`config.mk`:
```
export PLATFORM = sky130hd
export DESIGN_NAME = priority_task_queue_top
export DESIGN_NICKNAME = d
export VERILOG_FILES = /design/src/rtl/ptq_pkg.sv /design/src/rtl/ptq_ctrl.sv /design/src/rtl/ptq_datapath.sv /design/src/rtl/priority_task_queue_top.sv
export SDC_FILE = /design/constraint.sdc
export NUM_CORES = 1
export LEC_CHECK = 0
export BUFFER_PORTS_ARGS = -buffer_cell sky130_fd_sc_hd__buf_2
export CORE_MARGIN = 4
export CORE_UTILIZATION = 51
export CTS_BUF_LIST = sky130_fd_sc_hd__clkbuf_8
export DETAILED_ROUTE_END_ITERATION = 10
export GPL_TIMING_DRIVEN = 0
export PLACE_DENSITY = 0.73
export SETUP_SLACK_MARGIN = 0.1
export SLEW_MARGIN = 20
export SYNTH_ARGS = -nofsm -noshare
export SYNTH_HDL_FRONTEND = slang
export SYNTH_SLANG_ARGS = --single-unit
```
`constraint.sdc`:
```
create_clock -name clk -period 4.1 [get_ports clk]
set_input_delay 0.41 -clock clk [delete_from_list [all_inputs] [get_ports clk]]
set_output_delay 0.41 -clock clk [all_outputs]
set_load 0.01 [all_outputs]
```
`src/rtl/ptq_pkg.sv`:
```
// shared types and constants for the priority task queue
package ptq_pkg;

  localparam int ID_W    = 8;
  localparam int PRIO_W  = 8;
  localparam int BURST_W = 16;
  localparam int STAT_W  = 2;
  localparam int OCC_W   = 5;

  // result status codes
  localparam logic [STAT_W-1:0] ST_OK    = 2'd0;
  localparam logic [STAT_W-1:0] ST_FULL  = 2'd1;
  localparam logic [STAT_W-1:0] ST_EMPTY = 2'd2;

  // item modes
  localparam logic MODE_INSERT   = 1'b0;
  localparam logic MODE_DISPATCH = 1'b1;

  typedef enum logic {
    CTRL_IDLE,
    CTRL_EXEC
  } ctrl_state_t;

  // controller to datapath
  typedef struct packed {
    logic capture;
    logic execute;
  } ptq_cmd_t;

endpackage

```
`src/rtl/ptq_ctrl.sv`:
```
// sequencing controller: input handshake, execute step and result valid
module ptq_ctrl (
  input  logic            clk,
  input  logic            rst_n,
  input  logic            in_valid,
  output logic            in_stall,
  output logic            out_valid,
  input  logic            out_stall,
  output ptq_pkg::ptq_cmd_t cmd
);
  import ptq_pkg::*;

  ctrl_state_t state_r;
  ctrl_state_t state_nxt;
  logic        out_valid_r;
  logic        out_valid_nxt;
  logic        slot_free;

  // result register free now or emptied at this edge
  assign slot_free = !out_valid_r || !out_stall;

  // next state
  always_comb begin
    state_nxt = state_r;
    case (state_r)
      CTRL_IDLE: begin
        if (in_valid && slot_free) state_nxt = CTRL_EXEC;
      end
      CTRL_EXEC: begin
        state_nxt = CTRL_IDLE;
      end
      default: begin
        state_nxt = CTRL_IDLE;
      end
    endcase
  end

  // outputs
  always_comb begin
    in_stall    = 1'b1;
    cmd.capture = 1'b0;
    cmd.execute = 1'b0;
    case (state_r)
      CTRL_IDLE: begin
        in_stall    = !slot_free;
        cmd.capture = in_valid && slot_free;
      end
      CTRL_EXEC: begin
        cmd.execute = 1'b1;
      end
      default: begin
        in_stall = 1'b1;
      end
    endcase
  end

  always_comb begin
    out_valid_nxt = out_valid_r;
    if (cmd.execute) begin
      out_valid_nxt = 1'b1;
    end else if (out_valid_r && !out_stall) begin
      out_valid_nxt = 1'b0;
    end
  end

  always_ff @(posedge clk) begin
    if (!rst_n) begin
      state_r     <= CTRL_IDLE;
      out_valid_r <= 1'b0;
    end else begin
      state_r     <= state_nxt;
      out_valid_r <= out_valid_nxt;
    end
  end

  assign out_valid = out_valid_r;

endmodule

```
`src/rtl/ptq_datapath.sv`:
```
// sorted shift-register cells, occupancy count and result register
module ptq_datapath #(
  parameter int QUEUE_DEPTH = 16
) (
  input  logic                         clk,
  input  logic                         rst_n,
  input  ptq_pkg::ptq_cmd_t            cmd,
  input  logic                         in_mode,
  input  logic [ptq_pkg::ID_W-1:0]     in_task_id,
  input  logic [ptq_pkg::PRIO_W-1:0]   in_prio_value,
  input  logic [ptq_pkg::BURST_W-1:0]  in_burst_len,
  output logic [ptq_pkg::STAT_W-1:0]   out_status,
  output logic [ptq_pkg::ID_W-1:0]     out_id,
  output logic [ptq_pkg::PRIO_W-1:0]   out_prio,
  output logic [ptq_pkg::BURST_W-1:0]  out_burst,
  output logic [ptq_pkg::OCC_W-1:0]    out_occupancy
);
  import ptq_pkg::*;

  localparam int CW = $clog2(QUEUE_DEPTH + 1);
  localparam logic [CW-1:0] FULL_CNT = CW'(QUEUE_DEPTH);

  // item register
  logic               mode_r;
  logic [ID_W-1:0]    tid_r;
  logic [PRIO_W-1:0]  pr_r;
  logic [BURST_W-1:0] bu_r;

  // cells, entry 0 is the head
  logic [ID_W-1:0]    id_r    [QUEUE_DEPTH];
  logic [PRIO_W-1:0]  prio_r  [QUEUE_DEPTH];
  logic [BURST_W-1:0] burst_r [QUEUE_DEPTH];
  logic [ID_W-1:0]    id_nxt    [QUEUE_DEPTH];
  logic [PRIO_W-1:0]  prio_nxt  [QUEUE_DEPTH];
  logic [BURST_W-1:0] burst_nxt [QUEUE_DEPTH];

  logic [CW-1:0] count_r;
  logic [CW-1:0] count_nxt;
  logic [QUEUE_DEPTH-1:0] stay;  // cell holds an entry that stays ahead of the new one
  logic          is_full;
  logic          is_empty;

  logic [STAT_W-1:0]  status_r,  status_nxt;
  logic [ID_W-1:0]    oid_r,     oid_nxt;
  logic [PRIO_W-1:0]  oprio_r,   oprio_nxt;
  logic [BURST_W-1:0] oburst_r,  oburst_nxt;

  assign is_full  = (count_r == FULL_CNT);
  assign is_empty = (count_r == '0);

  // per-cell compare against the new priority
  always_comb begin
    for (int k = 0; k < QUEUE_DEPTH; k++) begin
      stay[k] = (CW'(k) < count_r) && (prio_r[k] <= pr_r);
    end
  end

  always_comb begin
    for (int k = 0; k < QUEUE_DEPTH; k++) begin
      id_nxt[k]    = id_r[k];
      prio_nxt[k]  = prio_r[k];
      burst_nxt[k] = burst_r[k];
    end
    count_nxt  = count_r;
    status_nxt = status_r;
    oid_nxt    = oid_r;
    oprio_nxt  = oprio_r;
    oburst_nxt = oburst_r;
    if (cmd.execute) begin
      status_nxt = ST_OK;
      oid_nxt    = '0;
      oprio_nxt  = '0;
      oburst_nxt = '0;
      if (mode_r == MODE_INSERT) begin
        if (is_full) begin
          status_nxt = ST_FULL;
        end else begin
          count_nxt = count_r + 1'b1;
          for (int k = 0; k < QUEUE_DEPTH; k++) begin
            if (!stay[k]) begin
              if (k == 0 || stay[(k == 0) ? 0 : k - 1]) begin
                id_nxt[k]    = tid_r;
                prio_nxt[k]  = pr_r;
                burst_nxt[k] = bu_r;
              end else begin
                id_nxt[k]    = id_r[(k == 0) ? 0 : k - 1];
                prio_nxt[k]  = prio_r[(k == 0) ? 0 : k - 1];
                burst_nxt[k] = burst_r[(k == 0) ? 0 : k - 1];
              end
            end
          end
        end
      end else begin
        if (is_empty) begin
          status_nxt = ST_EMPTY;
        end else begin
          count_nxt  = count_r - 1'b1;
          oid_nxt    = id_r[0];
          oprio_nxt  = prio_r[0];
          oburst_nxt = burst_r[0];
          for (int k = 0; k < QUEUE_DEPTH - 1; k++) begin
            id_nxt[k]    = id_r[k + 1];
            prio_nxt[k]  = prio_r[k + 1];
            burst_nxt[k] = burst_r[k + 1];
          end
        end
      end
    end
  end

  always_ff @(posedge clk) begin
    if (!rst_n) begin
      count_r <= '0;
    end else begin
      count_r <= count_nxt;
    end
  end

  always_ff @(posedge clk) begin
    if (cmd.capture) begin
      mode_r <= in_mode;
      tid_r  <= in_task_id;
      pr_r   <= in_prio_value;
      bu_r   <= in_burst_len;
    end
    for (int k = 0; k < QUEUE_DEPTH; k++) begin
      id_r[k]    <= id_nxt[k];
      prio_r[k]  <= prio_nxt[k];
      burst_r[k] <= burst_nxt[k];
    end
    status_r <= status_nxt;
    oid_r    <= oid_nxt;
    oprio_r  <= oprio_nxt;
    oburst_r <= oburst_nxt;
  end

  // occupancy reported in a fixed-width field, wraps for deep queues
  logic [OCC_W-1:0] occ_r;
  always_ff @(posedge clk) begin
    if (cmd.execute) occ_r <= OCC_W'(count_nxt);
  end

  assign out_status    = status_r;
  assign out_id        = oid_r;
  assign out_prio      = oprio_r;
  assign out_burst     = oburst_r;
  assign out_occupancy = occ_r;

`ifndef SYNTHESIS
  a_count_bound: assert property (@(posedge clk) disable iff (!rst_n)
    count_r <= FULL_CNT)
    else $error("queue count beyond depth");

  a_insert_grows: assert property (@(posedge clk) disable iff (!rst_n)
    cmd.execute && (mode_r == MODE_INSERT) && !is_full
      |=> count_r == CW'($past(count_r) + 1'b1))
    else $error("accepted insert did not grow the queue");

  a_empty_status: assert property (@(posedge clk) disable iff (!rst_n)
    cmd.execute && (mode_r == MODE_DISPATCH) && is_empty |=> status_r == ST_EMPTY)
    else $error("dispatch on empty queue not flagged");

  a_head_sorted: assert property (@(posedge clk) disable iff (!rst_n)
    count_r >= CW'(2) |-> prio_r[0] <= prio_r[1])
    else $error("head entries out of order");
`endif

endmodule

```
`src/rtl/priority_task_queue_top.sv`:
```
// top level of the priority task queue scheduler
// Priority task queue. Keeps up to QUEUE_DEPTH tasks in a row of shift-register
// cells sorted by ascending priority value; the smallest value is at the head and
// tasks of equal priority leave in arrival order. An insert beat (mode 0) places
// the task behind every entry of smaller or equal priority; status 1 flags an
// insert into a full queue, which leaves the queue unchanged. A dispatch beat
// (mode 1) removes the head and returns its id, priority and burst; status 2
// flags a dispatch on an empty queue. Every input beat gives exactly one result
// beat carrying the occupancy after the item (5-bit field, wraps above 31).
// Each item first loads the item register; then all cells compare and shift in
// parallel and the result register loads. No new beat is accepted while an item
// executes. The controller accepts a beat only while the result register is
// empty or being taken in the same cycle.
// The queue is empty after reset; no clearing pass is needed.
module priority_task_queue_top #(
  parameter int QUEUE_DEPTH = 16
) (
  input  logic                         clk,
  input  logic                         rst_n,
  // input channel
  input  logic                         in_valid,
  output logic                         in_stall,
  input  logic                         in_mode,
  input  logic [ptq_pkg::ID_W-1:0]     in_task_id,
  input  logic [ptq_pkg::PRIO_W-1:0]   in_prio_value,
  input  logic [ptq_pkg::BURST_W-1:0]  in_burst_len,
  // result channel
  output logic                         out_valid,
  input  logic                         out_stall,
  output logic [ptq_pkg::STAT_W-1:0]   out_status,
  output logic [ptq_pkg::ID_W-1:0]     out_id,
  output logic [ptq_pkg::PRIO_W-1:0]   out_prio,
  output logic [ptq_pkg::BURST_W-1:0]  out_burst,
  output logic [ptq_pkg::OCC_W-1:0]    out_occupancy
);
  import ptq_pkg::*;

  // command bundle from the controller
  ptq_cmd_t cmd;

  // handshake and sequencing
  ptq_ctrl u_ctrl (
    .clk       (clk),
    .rst_n     (rst_n),
    .in_valid  (in_valid),
    .in_stall  (in_stall),
    .out_valid (out_valid),
    .out_stall (out_stall),
    .cmd       (cmd)
  );

  // sorted cells and result register
  ptq_datapath #(
    .QUEUE_DEPTH (QUEUE_DEPTH)
  ) u_datapath (
    .clk           (clk),
    .rst_n         (rst_n),
    .cmd           (cmd),
    .in_mode       (in_mode),
    .in_task_id    (in_task_id),
    .in_prio_value (in_prio_value),
    .in_burst_len  (in_burst_len),
    .out_status    (out_status),
    .out_id        (out_id),
    .out_prio      (out_prio),
    .out_burst     (out_burst),
    .out_occupancy (out_occupancy)
  );

endmodule
```
Word-level counts from Yosys, hierarchy flattened. Memory sizes are Yosys's and may differ from the RTL's. Index checks and enable logic that the tools add are counted.

Register bits: 79. Latch bits: 0. Bits in writable memories: 512. ROM bits: 0. Input bits: 37. Output and inout port bits: 41. Memories: 3.

$add $sub $neg: 2. Multiply operators: 0. Divide/modulo/power cells: 0. Magnitude comparators: 32. Equality and inequality tests: 1. Shift operators: 0. Mux-type cells: 122. Bitwise logic cells: 2. Reduce and logical (&&, ||, !) cells: 25.

Memories: u_datapath.burst_r (depth 16, width 16, read ports 16, clocked after memory_dff 0, write ports 16, line ptq_datapath.sv:32) `logic [BURST_W-1:0] burst_r [QUEUE_DEPTH];`; u_datapath.id_r (depth 16, width 8, read ports 16, clocked after memory_dff 0, write ports 16, line ptq_datapath.sv:30) `logic [ID_W-1:0] id_r [QUEUE_DEPTH];`; u_datapath.prio_r (depth 16, width 8, read ports 16, clocked after memory_dff 0, write ports 16, line ptq_datapath.sv:31) `logic [PRIO_W-1:0] prio_r [QUEUE_DEPTH];`.

Operators by type and width (count): $mux W128 (4); $mux W16 (32); $mux W256 (2); $mux W8 (64); $mux W120 (4); $mux W240 (2); $le A8 B8 Y1 (16); $lt A4 B5 Y1 const A (8); $lt A3 B5 Y1 const A (4); $mux W5 (4); $logic_and A1 B1 Y1 (18); $lt A1 B5 Y1 const A (2); $lt A2 B5 Y1 const A (2); $mux W1 (7); $add A5 B1 Y5 const B (1); $eq A5 B5 Y1 const B (1); $logic_not A5 Y1 (1); $sub A5 B1 Y5 const B (1); $mux W2 (2); $logic_not A1 Y1 (3); $not A1 Y1 (2); $pmux W1 S2 (1); $reduce_bool A2 Y1 (1); $reduce_or A2 Y1 (1); $logic_or A1 B1 Y1 (1).

Longest topological paths before layout. An unclocked memory read counts as a cell.

Depth in word-level cells: 8. Gate-level depth with buffers: 10.

Hierarchy. A second synthesis with hierarchy kept.

Cell total of the unflattened synthesis: 3414. Area total of the unflattened synthesis: 36732.7 um2.

By module, submodules not included: ptq_datapath (instances 1, cells each 3405, area an instance 36641.4 um2, seq. area each 17636.9 um2); ptq_ctrl (instances 1, cells each 9, area an instance 91.3 um2, seq. area each 40.0 um2).

Worst setup path before layout. No wires, ideal clock.

Path kind: reg-to-reg. Start point: register, netlist name u_datapath.pr_r[7]. End point: memory u_datapath.burst_r[10][0] (netlist: u_datapath.burst_r[1][32]) (enable). Library setup time: 0.430 ns. Arrival time: 3.599 ns. Data required time: 3.670 ns. Path slack: 0.071 ns. Stages on the path, launching flop included: 10. Buffers on the path: 2. Path through: edfxtp_1 -> inv_1 -> ha_1 -> nand4_1 -> nor2_1 -> a211o_1 -> and2_0 -> clkbuf_1 -> clkbuf_1 -> a21boi_1.

RTL lines (line): end: declaration (ptq_datapath.sv:32).

==> impl_results.md <==
- DP HPWL: 98.01 mm
- Antenna violations before repair: 4
- WS Path Type: register to register
- P_int: roughly 11 mW
- VDD IR max: 0.0001909 V
- Vias in the first global route: 33240
- Max-slew violation count: 0
- Netlist cell types: 63
- Drt pass-1 iters: 6
- Net switching power: 5.333 mW
- # rows: 97
- Rel. slew slack: 0.1650
- Most frequent cells in the layout: 842 x o211ai_1, 584 x edfxtp_1, 366 x nand3_1
- Num CTS Buffers: 102
- Residual DRC: 0
- Clock Power Share: 0.312
- Routed vias: 35100
- Layout cells sized above 1: 0.1147
- EDFF count, synth: approximately 600
- Syn_nets: 3575
- IO buf count: 77
- Fill cells: 5836
- Setup violators final: 0
- Most common cell after layout, fill and taps aside: o211ai_1
- Grt ovf: 0
- Arrival @ worst endpoint: 4400 ps
- Finished layout cell area: about 40000 µm²
- CP Max Fanout: 17
- CP required: 4520 ps
- CTS tree: done
- Worst R2R Setup Slack: 120 ps
- Root Driver: clkbuf_8
- P_leak: 12.09 nW
- Status: finished, final reports clean
- Cell area after placement: just under 40000 µm²
- CP Launch Point: u_datapath.pr_r[5]$_DFFE_PP_
- Sw frac: 0.3340
- Via/cell ratio: 7.497
- R2R Path Start: u_datapath.pr_r[5]$_DFFE_PP_
- Synth Area per Inst: 10.73 µm²
- RSZ-0062 raised after global routing: yes
- Post-Place Cells: 4439
- Synthesized area: 36560 µm²
- CP Launch Type: register
- Asr flop ratio synth: 0
- Final RePlAce weighted congestion: 1.002
- Largest net degree at the start of global routing: 34
- Crit path capture type: register
- Htree depth: 3
- Top_reg_cell synth: edfxtp_1
- Core Area: 70510 µm²
- Post-synthesis sequential area ratio: 0.4835
- Post-synthesis cell count: 3406
- Crit path capture: u_datapath.burst_r[0][104]$_DFFE_PP_
- RR Endpoint: u_datapath.burst_r[0][104]$_DFFE_PP_
- Nets: between 3000 and 4000
- Wirelength per Cell: 28.39 µm
- Post-Route Skew: 24.77 ps
- Worst R2R Path Depth: 11
- Part of the power in registers: 0.471
- Final ANT Viol Nets: 0
- Fmax: 251.4 MHz
- Max-Cap Viols: 0
- Die H: between 200 and 300 µm
- Global-route total usage across every layer: 0.3378
- Worst-path clk slew: 60 ps
- DR iter-0 viols: ~6000
- Clock Latency Late Sink: 730 ps
- Clk buf depth: 3
- Crit share post-route: 0.9701
- Tmin final: roughly 4000 ps
- Fin. Hold Viols: 0
- Comb power frac: 0.218
- Register bit total from synthesis: 591
- Synth Warn #: 0
- Number of clock sinks: 591
- Slew @ Worst Pin: 1252 ps
- WHS: 65.80 ps
- Multi-input logic area: 17040 µm²
- Worst hold path class: input port to register
- Non-Filler Instances: between 4000 and 5000
- Pwr per Cell Area: 388.2 nW/µm²
- Routed wire length: ~130 mm
- Io pins: slightly below 80
- Area delta synth->final: 12.50%
- Reg area: 17680 µm²
- Die area: 76040 µm²
- First-pass GRT wire length: 200.4 mm
- Initial Util: 0.5185
- Die width: 275.7 µm
-- registers in the layout (all words and copies together) (netlist names) --
register                  count
u_datapath.out_prio           8
u_ctrl.state_r                1
u_datapath.out_occupancy      5
u_datapath.tid_r              8
u_datapath.mode_r             1
u_datapath.bu_r              16
u_datapath.out_id             8
u_datapath.out_status         2
u_datapath.prio_r           128
u_datapath.count_r            5
u_datapath.id_r             128
u_datapath.burst_r          256
u_ctrl.out_valid              1
u_datapath.pr_r               8
u_datapath.out_burst         16
-- worst max-delay path, cell delays in order, from the launching register on --
cell	delay, ps
edfxtp_1	600
clkinvlp_4	140
buf_4	220
buf_4	160
ha_1	310
nand4_1	160
nor2_1	110
a211oi_2	570
or2_1	180
clkbuf_1	370
o31a_2	590
buf_16	230
-- timing repair --
action,in CTS,in global routing
hold endpoints to repair,35,0
setup endpoints to repair,388,389
cloned,0,0
pin swaps,1,0
setup buffers,15,4
hold buffers,35,0
resized for setup,18,19
-- how the worst min path moves through the flow --
stage                                                 from                                to  cells past startpoint
after floorplan                            in_burst_len[0]      u_datapath.bu_r[0]$_DFFE_PP_                      0
after global placement       u_ctrl.out_valid$_SDFFE_PN0P_     u_ctrl.out_valid$_SDFFE_PN0P_                      2
after detailed placement  u_datapath.id_r[1][62]$_DFFE_PP_  u_datapath.id_r[1][54]$_DFFE_PP_                      2
after CTS                                            rst_n  u_datapath.count_r[3]$_SDFF_PN0_                      2
after global routing                                 rst_n  u_datapath.count_r[3]$_SDFF_PN0_                      2
final                                                rst_n  u_datapath.count_r[3]$_SDFF_PN0_                      2
-- through the flow --
stage / util / TNS [ps] / power (mW) / worst slack (ps)
floorplan: - / 0 / 9.654 / 634.3
global placement: 0.5407 / -524970 / 10.72 / -1277
detailed placement: 0.5472 / -22590 / 10.85 / -214.2
CTS: 0.5807 / 0 / 15.79 / 96.77
global route: 0.5832 / 0 / 16.50 / 96.46
finish: 0.5833 / 0 / 15.97 / 122.5
-- kinds of logic after synthesis --
group / after synthesis / synth area share
AO/OA/AOI/OAI: 1461 / 0.3092
multiplexers: 34 / 0.01040
buffers and inverters: 499 / 0.05530
adder cells (fa/ha/maj): 132 / 0.04517
AND/OR/NAND/NOR: 687 / 0.09592
flip-flops: 591 / 0.4835
XOR/XNOR: 2 / 0.0004792
-- power by group through the flow --
stage	clock network, mW	logic, mW	registers [mW]
after detailed placement	0	3.23	7.63
after global placement	0	3.07	7.64
after floorplan	0	2.18	7.48
after global routing	5.28	3.70	7.53
final	4.98	3.47	7.52
after CTS	4.99	3.30	7.50
-- Yosys cell counts (12+ instances only) --
library cell	instances	area (µm²)
or2_1	12	75.07
o31a_1	12	105.1
a22oi_1	96	720.7
edfxtp_1	584	17540
nand3_1	366	1832
nor2b_1	18	112.6
a22o_1	27	236.5
ha_1	132	1652
clkbuf_1	352	1321
o21ai_0	13	65.06
buf_2	98	490.5
a21o_1	14	105.1
nor2_1	26	97.59
mux2_2	32	360.4
nand2_1	111	416.7
a21oi_1	56	280.3
a211oi_1	12	90.09
nand4_1	96	600.6
a32oi_1	352	3083
and2_1	40	250.2
o211ai_1	842	6321
inv_1	30	112.6
-- cell type report --
| type | count | area share |
|---|---|---|
| inverters | 32 | 0.003559 |
| diodes | 3 | 0.0001825 |
| plain buffers | 467 | 0.04630 |
| repair buffers | 147 | 0.03401 |
| multi-input cells | 2316 | 0.4142 |
| flip-flops and latches | 591 | 0.4298 |
| well taps | 940 | 0.02859 |
| clock buffers | 104 | 0.03480 |
| clock inverters | 82 | 0.008518 |
-- per-layer routing --
metal,GRT usage,share of wire,vias up
li1,-,-,14950
met5,0,0.000075,-
met1,0.4609,0.38,16730
met4,0.1912,0.067,2
met3,0.06832,0.12,549
met2,0.5050,0.44,2874
Note: power is estimated with default switching activity, not from simulation.
